## src/rtl/core/rdir_isqrt.sv

```systemverilog
// pipelined integer square root, one root bit per stage
`timescale 1ns / 1ps
module rdir_isqrt #(
  parameter int VW = 62
) (
  input  logic            clk_i,
  input  logic            en_i,
  input  logic [VW-1:0]   val_i,
  output logic [VW/2-1:0] root_o
);

  localparam int STEPS = VW / 2;

  logic [VW-1:0] v_q [STEPS];
  logic [VW-1:0] r_q [STEPS];

  for (genvar i = 0; i < STEPS; i++) begin : g_step
    localparam logic [VW-1:0] BIT_C = {{(VW-1){1'b0}}, 1'b1} << (VW - 2 - 2 * i);
    logic [VW-1:0] v_in;
    logic [VW-1:0] r_in;
    logic [VW:0]   trial;
    logic [VW-1:0] v_d;
    logic [VW-1:0] r_d;

    if (i == 0) begin : g_first
      assign v_in = val_i;
      assign r_in = '0;
    end else begin : g_next
      assign v_in = v_q[i-1];
      assign r_in = r_q[i-1];
    end

    always_comb begin
      trial = {1'b0, r_in} + {1'b0, BIT_C};
      if ({1'b0, v_in} >= trial) begin
        v_d = v_in - trial[VW-1:0];
        r_d = (r_in >> 1) + BIT_C;
      end else begin
        v_d = v_in;
        r_d = r_in >> 1;
      end
    end

    always_ff @(posedge clk_i) begin
      if (en_i) begin
        v_q[i] <= v_d;
        r_q[i] <= r_d;
      end
    end
  end

  assign root_o = r_q[STEPS-1][VW/2-1:0];

endmodule

```

## config.mk

```make
export PLATFORM = sky130hd
export DESIGN_NAME = rdir_isqrt
export DESIGN_NICKNAME = d
export VERILOG_FILES = /design/src/rtl/core/rdir_isqrt.sv
export SDC_FILE = /design/constraint.sdc
export NUM_CORES = 2
export LEC_CHECK = 0
export BUFFER_PORTS_ARGS = -buffer_cell sky130_fd_sc_hd__buf_2
export CELL_PAD_IN_SITES_DETAIL_PLACEMENT = 1
export CELL_PAD_IN_SITES_GLOBAL_PLACEMENT = 1
export CORE_UTILIZATION = 48
export DETAILED_ROUTE_END_ITERATION = 7
export PLACE_DENSITY = 0.76
export SLEW_MARGIN = 20
export SYNTH_ARGS = -nofsm -noshare
export SYNTH_HDL_FRONTEND = slang
export SYNTH_SLANG_ARGS = --single-unit
```

## constraint.sdc

```tcl
create_clock -name clk_i -period 3.2 [get_ports clk_i]
set_input_delay 0.64 -clock clk_i [delete_from_list [all_inputs] [get_ports clk_i]]
set_output_delay 0.64 -clock clk_i [all_outputs]
set_load 0.01 [all_outputs]
```

# Word level (Yosys, flattened, before mapping)
# Memories as Yosys holds them, arrays and structs flattened.
# Cells that the tools add are included.
# W data, S select, Z words.
# word_totals
regBits	0
latchBits	0
ram_bits	3844
rom_bits	0
input_bits	64
out_inout_bits	31
n_memories	2
# classes
addsub	91
multipliers	0
div	0
n_lt_le_gt_ge	31
n_eq_ne	0
shift	0
muxes	64
bitwise	0
n_reduce_logical	0
# memory_table
name	words	width	rd	rd_ports_with_merged_regs	wr	line	source
r_q	31	62	31	0	31	15	logic [VW-1:0] r_q [STEPS];
v_q	31	62	30	0	31	14	logic [VW-1:0] v_q [STEPS];
# ops
op	n
$mux W62	61
$ge A62 B63 Y1	30
$sub A62 B62 Y62	30
$add A62 B1 Y63 const B	1
$add A62 B11 Y63 const B	1
$add A62 B13 Y63 const B	1
$add A62 B15 Y63 const B	1
$add A62 B17 Y63 const B	1
$add A62 B19 Y63 const B	1
$add A62 B21 Y63 const B	1
$add A62 B23 Y63 const B	1
$add A62 B25 Y63 const B	1
$add A62 B27 Y63 const B	1
$add A62 B29 Y63 const B	1
$add A62 B3 Y63 const B	1
$add A62 B31 Y63 const B	1
$add A62 B33 Y63 const B	1
$add A62 B35 Y63 const B	1
$add A62 B37 Y63 const B	1
$add A62 B39 Y63 const B	1
$add A62 B41 Y63 const B	1
$add A62 B43 Y63 const B	1
$add A62 B45 Y63 const B	1
$add A62 B47 Y63 const B	1
43 further kinds	44

# Depth between registers and ports, before layout
# An unclocked memory read counts as a cell.
# depth
depth_word	4
mapped_depth	14

# Worst setup path after synthesis
# OpenSTA, ideal clock, no wires.
# synth_path
path_type	register to register
start	memory v_q[24][12] (netlist: v_q[1][508])
end	memory v_q[25][44] (netlist: v_q[1][602]), data pin
arrival_ns	3.231
slack_ns	-0.290
stages_incl_launch_ff	11
path_cell_list	edfxtp_1 ha_1 or2_2 o21bai_1 a211oi_1 a211o_1 a311o_1 a221oi_1 nor2_1 or4b_2 xnor2_1
# synth_lines
item	line
start: declaration	14

==> results_dict.tcl <==
set metrics [dict create \
    synth_compound_area_share_pct 9.34 \
    critPathLaunchType "register" \
    hp-start "val_i[60]" \
    r2r-start "v_q[1][360]" \
    nNetsFinal 11600 \
    cts_tree "done" \
    synth_ff_type "edfxtp_1" \
    wire_per_inst_um 29.0 \
    synth_area_leader_cell "edfxtp_1" \
    max_freq_mhz 276 \
    avgSynthCellArea_um2 12.6 \
    postLayoutCellArea_um2 147000 \
    synth_top_family_by_area "simple AND/OR/NAND/NOR gates" \
    core_um2 233000 \
    via_count 87100 \
    syn_nets 9584 \
    cts_buffer_depth 3 \
    drc 0 \
    tns_ns -48.07 \
    io_buffers 94 \
    drt-initial-drc-count 9015 \
    worst-r2r-setup-slack_ns -0.43 \
    ys.warnings.count 0 \
    syn2layout_area_growth_pct 29.6 \
    grt_pass1_vias 90700 \
    crit_family "simple AND/OR/NAND/NOR gates" \
    syn_inst 8995 \
    violations "setup timing" \
    crit_slowest_cell "or4_4" \
    place_hpwl_um 276000 \
    setup_viol 362 \
    max_stage_delay_ns 0.57 \
    hold_viol 0 \
    dr.pass1.iters 7 \
    io_pins 95 \
    end_kind "register" \
    viasPerCell 6.06 \
    cp.arrival_ns 4.33 \
    yosysSeqAreaShare_pct 62.6 \
    die_area_um2 238000 \
    holdPathEnd "v_q[0][60]" \
    synth_edf_count 2356 \
    ant_nets 0 \
    clockRootBuffer "clkbuf_16" \
    die_w_um 487 \
    syn_area_um2 113000 \
    timing.final.crit_share_pct 113 \
    path_buf_inv 2 \
    ir_drop_v 0.000638 \
    powerDensity_nw_per_um2 697 \
    period_needed_ns 3.63 \
    fin_skew_ns 0.137 \
    numCtsBuffers 241 \
    grt_pass1_wl_um 586000 \
    power_leakage_uw 0.0571 \
    grt_remaining_overflow 0 \
    final_cell_mix "edfxtp_1, buf_4, inv_1, nand2_1, nor2_1" \
    setup_ws_ns -0.427 \
    insertion_delay_ns 0.99 \
    grt_start_max_net_pins 108 \
    rsz0062_at_grt "yes" \
    hold_path_depth 3 \
    cp_cell_sequence "or4_4, or4_4, or3_4, or3_4, nor3b_4, nand3_2, nor2b_4, buf_12, buf_12, nand2_2, o21ai_4" \
    hold_class "in2reg" \
    clkSlewWorstSetupHoldPaths_ns 0.07 \
    synth-seq-cells 2356 \
    synthSimpleGateAreaFrac_pct 12.3 \
    utilization_pct 62.8 \
    rows 177 \
    synth_fa_ha_area_share_pct 5.81 \
    slew_viol_final 0 \
    layout_commonest_cell "edfxtp_1" \
    max_slew_margin_pct 28.3 \
    async_flop_share_pct 0 \
    antenna_found_initial 16 \
    htreeDepth 4 \
    fillers 22700 \
    track_usage_pct 33.0 \
    maxCapViolations 0 \
    die_h_um 487 \
    synthXorXnorAreaFrac_pct 6.33 \
    synth.top_cells.by_area "edfxtp_1, ha_1, xnor2_1" \
    synth.mux.area_fraction_pct 0.911 \
    dpl_cell_area_um2 129000 \
    drive_above_1_share_pct 28.4 \
    outcome "finished with violations" \
    tightest_slew_ns 1.07 \
    drt-total-wl_um 416000 \
    yosysTopAreaCellShare_pct 62.6 \
    worst_r2r_endpoint "v_q[1][392]" \
    crit_path_max_fanout 8 \
    criticalPathCategory "reg2reg" \
    initial_core_util_pct 48.4 \
    critical_path_required_ns 3.90 \
    cts.sinks 2356 \
    synth_cell_type_count 96 \
    r2r_cells 11 \
    routabilityCongestion 0.939 \
]
cell families (layout without fill, tap and decap cells):
| family | after synthesis | after routing |
|---|---|---|
| AND/OR/NAND/NOR | 2664 | 2664 |
| flip-flops | 2356 | 2356 |
| AO/OA/AOI/OAI | 1707 | 1707 |
| buffers and inverters | 833 | 3063 |
| XOR/XNOR | 817 | 817 |
| adder cells (fa/ha/maj) | 525 | 525 |
| multiplexers | 93 | 93 |
| other | 0 | 5 |
registers in the layout, indices dropped and copies added (netlist names):
register and flops:
r_q 496, v_q 1860
worst min-delay path, delay by kind of cell:
kind	cells	cell delay, ns
xor+xnor	1	0.16
buf+inv	2	0.21
cells in the mapped netlist (all sizes together), types with 60 or more instances:
cell type / instances
a21o: 201
nand2: 591
a21oi: 548
nor3: 235
nand4: 143
xor2: 375
nor2: 570
clkbuf: 138
inv: 658
o21ai: 440
o21bai: 60
mux2: 79
or4: 91
xnor2: 442
nand3: 158
nor2b: 65
nand2b: 111
edfxtp: 2356
ha: 525
o21a: 78
nor4: 318
or3: 95
where the power goes:
group	leakage, µW	internal [µW]	total [µW]	switching [µW]
Clock	0.00394	16300	29600	13300
Sequential	0.0227	39100	43300	4200
Combinational	0.0305	13000	29100	16100
stage by stage:
step	instances	total power, µW	hold WS [ns]	setup WS [ns]
floorplan	8995	55000	0.417	-0.0841
global placement	13500	66600	0.425	-0.493
detailed placement	13500	67800	0.430	-0.561
CTS	14200	98900	0.0500	-0.274
global route	14400	105000	0.0955	-0.452
finish	14400	102000	0.100	-0.427
final cells by class:
cell class | count | area [µm²] | area share (%)
sequential | 2356 | 70700 | 48.3
multi-input combinational | 5806 | 45000 | 30.7
timing repair buffer | 1956 | 16200 | 11.0
clock buffer | 281 | 6180 | 4.22
tap | 3132 | 3920 | 2.67
inverter | 658 | 2490 | 1.70
clock inverter | 168 | 1970 | 1.35
antenna | 5 | 12.5 | 0.00854
worst max path at each step:
| stage | cells past startpoint | to | slack (ns) | from |
|---|---|---|---|---|
| final | 11 | v_q[1][392] | -0.43 | v_q[1][360] |
| after global routing | 12 | v_q[1][551] | -0.45 | r_q[1][464] |
| after CTS | 10 | v_q[1][408] | -0.27 | v_q[1][360] |
| after detailed placement | 11 | v_q[1][492] | -0.56 | v_q[1][372] |
| after global placement | 11 | v_q[1][492] | -0.49 | v_q[1][372] |
| after floorplan | 10 | v_q[1][602] | -0.08 | v_q[1][508] |
routing by layer:
metal,up-vias,GRT usage (%),wire (µm)
li1,37700,-,-
met1,44100,42.5,162000
met2,4145,55.8,202000
met3,1067,4.44,30500
met4,12,14.0,21200
met5,-,0,83
what timing repair did:
item	4_1_cts	5_1_grt
hold buffers	61	0
endpoints found under the hold margin	61	0
gates cloned	13	15
pin swaps	187	211
resized for setup	672	553
buffers inserted	167	152
setup endpoints to repair	711	710
No activity file was read; power rests on OpenSTA's default activity.
