`config.mk`:
```
export PLATFORM = sky130hd
export DESIGN_NAME = rdir_div
export DESIGN_NICKNAME = d
export VERILOG_FILES = /design/src/rtl/core/rdir_div.sv
export SDC_FILE = /design/constraint.sdc
export NUM_CORES = 1
export LEC_CHECK = 0
export ABC_AREA = 0
export BUFFER_PORTS_ARGS = -buffer_cell sky130_fd_sc_hd__buf_4
export CORE_MARGIN = 2
export CORE_UTILIZATION = 41
export DETAILED_ROUTE_END_ITERATION = 7
export HOLD_SLACK_MARGIN = 0.06
export PLACE_DENSITY_LB_ADDON = 0.15
export REMOVE_ABC_BUFFERS = 1
export SYNTH_ARGS = -nofsm -noshare
export SYNTH_HDL_FRONTEND = slang
export SYNTH_SLANG_ARGS = --single-unit
```
`constraint.sdc`:
```
create_clock -name clk_i -period 8.86 [get_ports clk_i]
set_clock_uncertainty 0.2 [all_clocks]
set_input_delay 1.772 -clock clk_i [delete_from_list [all_inputs] [get_ports clk_i]]
set_output_delay 1.772 -clock clk_i [all_outputs]
set_load 0.03 [all_outputs]
```
`src/rtl/core/rdir_div.sv`:
```
// pipelined restoring divider, one quotient bit per stage
`timescale 1ns / 1ps
module rdir_div #(
  parameter int NW = 36,
  parameter int DW = 13,
  parameter int QW = 23
) (
  input  logic          clk_i,
  input  logic          en_i,
  input  logic [NW-1:0] num_i,
  input  logic [DW-1:0] den_i,
  output logic [QW-1:0] quo_o
);

  // caller guarantees num_i < den_i * 2^QW, so the top part starts below den
  logic [DW-1:0] rem_q [QW];
  logic [DW-1:0] den_q [QW];
  logic [QW-1:0] lo_q  [QW];
  logic [QW-1:0] quo_q [QW];

  for (genvar i = 0; i < QW; i++) begin : g_stage
    logic [DW-1:0] rem_in;
    logic [DW-1:0] den_in;
    logic [QW-1:0] lo_in;
    logic [QW-1:0] quo_in;
    logic [DW:0]   trial;
    logic [DW:0]   diff;
    logic          ge;

    if (i == 0) begin : g_first
      assign rem_in = DW'(num_i >> QW);
      assign den_in = den_i;
      assign lo_in  = num_i[QW-1:0];
      assign quo_in = '0;
    end else begin : g_next
      assign rem_in = rem_q[i-1];
      assign den_in = den_q[i-1];
      assign lo_in  = lo_q[i-1];
      assign quo_in = quo_q[i-1];
    end

    always_comb begin
      trial = {rem_in, lo_in[QW-1]};
      diff  = trial - {1'b0, den_in};
      ge    = (trial >= {1'b0, den_in});
    end

    always_ff @(posedge clk_i) begin
      if (en_i) begin
        rem_q[i] <= ge ? diff[DW-1:0] : trial[DW-1:0];
        den_q[i] <= den_in;
        lo_q[i]  <= {lo_in[QW-2:0], 1'b0};
        quo_q[i] <= {quo_in[QW-2:0], ge};
      end
    end
  end

  assign quo_o = quo_q[QW-1];

endmodule

```
* Word level (Yosys, flattened, before mapping)
Memories as Yosys holds them, arrays and structs flattened. Index checks and enable logic that the tools add are counted.
Word-level totals: register bits after elaboration 0, bits in writable memories 1633, output and inout port bits 23, logic and storage cells 75, memories kept 4
Memories:
- quo_q | depth 23, bits a word 23, read ports 23, clocked after memory_dff 0, wr ports 23, line 19 | logic [QW-1:0] quo_q [QW];
- lo_q | depth 23, bits a word 22, read ports 22, clocked after memory_dff 0, wr ports 23, line 18 | logic [QW-1:0] lo_q [QW];
- den_q | depth 23, bits a word 13, read ports 22, clocked after memory_dff 0, wr ports 23, line 17 | logic [DW-1:0] den_q [QW];
- rem_q | depth 23, bits a word 13, read ports 22, clocked after memory_dff 0, wr ports 23, line 16 | logic [DW-1:0] rem_q [QW];
Cells by class: $add $sub $neg 23, order comparisons 23, muxes and demuxes 25
Operators by type and width (number):
- 14-bit by 13-bit >= comparator with 1-bit output | 23
- 13-bit two-way mux | 23
- 13-bit subtractor | 23
- 1-bit two-way mux | 2

* Depth between registers and ports, before layout
An unclocked memory read counts as a cell.
word-level depth 3, gate-level depth with buffers 13, mapped depth without buffers 12

* Least setup slack after synthesis
Ideal clock, no wire load.
path kind input -> register, from input port num_i[22], to memory rem_q[0][1], data pin, library setup time 0.260 ns, arrival 3.737 ns, setup slack 4.663 ns, stages 11, cells stage by stage inv_1 ha_1 inv_1 fa_1 a21o_1 a21oi_1 o21ai_0 a211oi_1 o21ai_1 buf_2 mux2_2
RTL lines:
- from (decl) | line 10 | input logic [NW-1:0] num_i,
- to (decl) | line 16

==> results.sh <==
export IMPL_status="finished clean"
export IMPL_die_h_um=354
export IMPL_cts_setup_buffers=0
export IMPL_grt_pass1_vias=27154
export IMPL_r2r_slack_ns=5.36
export IMPL_cts_hold_buf=0
export IMPL_clk_pin_slew_ns=0.06
export IMPL_first_iter_violations=1748
export IMPL_grt_max_degree=190
export IMPL_crit_start="num_i[22]"
export IMPL_clock_fmax_mhz=236
export IMPL_setup_worst_path_end="rem_q[0][1]$_DFFE_PP_"
export IMPL_setup_viol=0
export IMPL_worst_hold_path_type="reg -> reg"
export IMPL_antenna_found_initial=1
export IMPL_syn_area_mm2=0.0502
export IMPL_ys_types=71
export IMPL_cts_tree="yes"
export IMPL_fill_cells=10803
export IMPL_crit_fanout=12
export IMPL_cp_arrival_ns=4.51
export IMPL_reg2reg_from="lo_q[0][153]$_DFFE_PP_"
export IMPL_syn_to_final_growth_pct=12.9
export IMPL_slew_violations=0
export IMPL_final_hold_viol_count=0
export IMPL_row_count=128
export IMPL_ys_ff_latch=1101
export IMPL_wl_per_cell_um=16.4
export IMPL_synth_largest_area_cell="edfxtp_1"
export IMPL_dpl_hpwl_mm=62.2
export IMPL_rsz0062_at_grt="false"
export IMPL_cts_repair_resize_count=0
export IMPL_rr_worst_depth=11
export IMPL_wirelength_mm=89.8
export IMPL_gp_congestion=0.807
export IMPL_cp_required_ns=9.13
export IMPL_worst_slew_pin_slew_ns=1.18
export IMPL_fin_util_pct=46.6
export IMPL_worstSetupPathType="in -> reg"
export IMPL_ys_seq_area_share_pct=65.8
export IMPL_min_period_over_period_pct=47.9
export IMPL_final_common_cell="edfxtp_1"
export IMPL_cts_buffer_depth=3
export IMPL_routed_via_density=4.93
export IMPL_yosys_top_cells_area="edfxtp_1 (66%), ha_1 (7.4%), inv_1 (3.0%), o21ai_0 (2.1%), mux2_2 (2.1%)"
export IMPL_port_buffers=73
export IMPL_synth_edf_count=1101
export IMPL_cts_buffers=119
export IMPL_drc=0
export IMPL_coreArea_mm2=0.122
export IMPL_async_flop_share_pct=0
export IMPL_max_slew_margin_rel_pct=21.2
export IMPL_dieArea_mm2=0.125
export IMPL_cts_sinks=1101
export IMPL_routed_via_count=27047
export IMPL_endpoint_kind="flip-flop"
export IMPL_fin_nets=4136
export IMPL_die_w_um=354
export IMPL_antenna_cells=0
export IMPL_antenna_left=0
export IMPL_ys_warn_count=0
export IMPL_p_per_area_mw_per_mm2=335
export IMPL_grt_pass1_wl_mm=145
export IMPL_drv_cap=0
export IMPL_ioPinCount=74
export IMPL_tns_ns=0
export IMPL_yosysTopAreaCellShare_pct=65.8
export IMPL_h_tree_depth=3
export IMPL_r2r_end="rem_q[7][9]$_DFFE_PP_"
export IMPL_cts_root_buf="clkbuf_16"
export IMPL_start_util_pct=41.3
export IMPL_synth_top_flop_cell="edfxtp_1"
export IMPL_synthCells=3600
export IMPL_drive_gt1_share_pct=11.3
export IMPL_avgSynthCellArea_um2=14.0
export IMPL_drt_first_pass_iters=5
export IMPL_leakage_nw=22.2
export IMPL_grt_ovfl_total=0
export IMPL_setup_worst_path_start_class="input port"
export IMPL_grt_use_total_pct=14.5
export IMPL_min_period_ns=4.24
export IMPL_ir_drop_uv=187
export IMPL_final_cell_mix="edfxtp_1 (1101), inv_1 (398), ha_1 (299)"
export IMPL_insertion_delay_ns=0.74
## registers in the layout, indices dropped and copies added, names as in the netlist
| register | cells |
|---|---|
| rem_q | 286 |
| lo_q | 253 |
| quo_q | 276 |
| den_q | 286 |
## cell usage after synthesis, drive strengths merged (22+ instances only)
| library cell | instances |
|---|---|
| a21o | 97 |
| a21oi | 208 |
| clkbuf | 36 |
| edfxtp | 1101 |
| fa | 22 |
| ha | 299 |
| inv | 399 |
| mux2 | 117 |
| mux2i | 23 |
| nand2 | 227 |
| nand2b | 57 |
| nand3 | 36 |
| nand4 | 31 |
| nor2 | 139 |
| nor2b | 27 |
| nor3 | 53 |
| o21a | 24 |
| o21ai | 217 |
| o21bai | 29 |
| o31ai | 23 |
| xnor2 | 112 |
| xor2 | 95 |
## kinds of logic (layout without fill, tap and decap cells)
family,count (synthesis),count (layout),synth area share (%)
muxes,140,140,3.26
xor gates and xnor gates,207,207,3.61
AOI/OAI and AO/OA,739,739,9.45
and+or+nand+nor,642,642,6.04
buffers and inverters,450,713,3.49
DFF,1101,1101,65.8
adders and majority gates,321,321,8.33
## per-stage QoR
stage | hold slack, ns | total power [mW] | instances | setup WS, ns | cell area [um^2]
final | 0.189 | 19.0 | 5488 | 4.62 | 56700
after global placement | 0.201 | 14.2 | 5268 | 3.91 | 52800
after CTS | 0.186 | 19.3 | 5488 | 4.71 | 56700
after global routing | 0.210 | 20.3 | 5488 | 4.49 | 56700
after floorplan | 0.200 | 12.6 | 3549 | 4.40 | 50000
after detailed placement | 0.205 | 14.2 | 5268 | 3.90 | 52800
## metal layers
| metal | global-route usage [%] | vias to the layer above | wire [um] |
|---|---|---|---|
| li1 | - | 13615 | - |
| met1 | 18.1 | 12941 | 39300 |
| met2 | 25.0 | 334 | 44700 |
| met3 | 2.68 | 155 | 2940 |
| met4 | 5.14 | 2 | 2850 |
| met5 | 0 | - | 13 |
## worst min path at each step
stage	startpoint	endpoint	slack [ns]	cells past startpoint
after global placement	quo_q[0][0]$_DFFE_PP_	quo_q[1][1]$_DFFE_PP_	0.20	0
final	lo_q[1][31]$_DFFE_PP_	lo_q[1][54]$_DFFE_PP_	0.19	0
after detailed placement	lo_q[0][78]$_DFFE_PP_	lo_q[0][101]$_DFFE_PP_	0.20	0
after CTS	lo_q[1][31]$_DFFE_PP_	lo_q[1][54]$_DFFE_PP_	0.19	0
after floorplan	lo_q[0][77]$_DFFE_PP_	lo_q[0][100]$_DFFE_PP_	0.20	0
after global routing	lo_q[1][31]$_DFFE_PP_	lo_q[1][54]$_DFFE_PP_	0.21	0
## power breakdown
part | total [mW] | switching, mW | internal (mW) | leakage, nW
registers | 7.72 | 0.526 | 7.20 | 10.8
clock network | 4.88 | 2.03 | 2.86 | 1.86
logic | 6.36 | 3.45 | 2.91 | 9.56
## worst max-delay path: stages
cell      delay [ns]
buf_4           0.09
inv_1           0.03
ha_1            0.21
inv_1           0.07
fa_1            0.20
a21o_1          0.12
a21oi_1         0.11
o21ai_0         0.38
a211oi_1        0.17
o21ai_1         0.67
buf_4           0.33
mux2_2          0.35
## cell type report
type | instances | area, um^2 | share of cell area [%]
flip-flops and latches | 1101 | 33100 | 58.3
multi-input cells | 2049 | 15400 | 27.2
clock buffers | 142 | 3090 | 5.44
well taps | 1625 | 2030 | 3.59
inverters | 399 | 1500 | 2.64
clock inverters | 78 | 810 | 1.43
repair buffers | 94 | 788 | 1.39
Note: power is estimated with default switching activity, not from simulation.
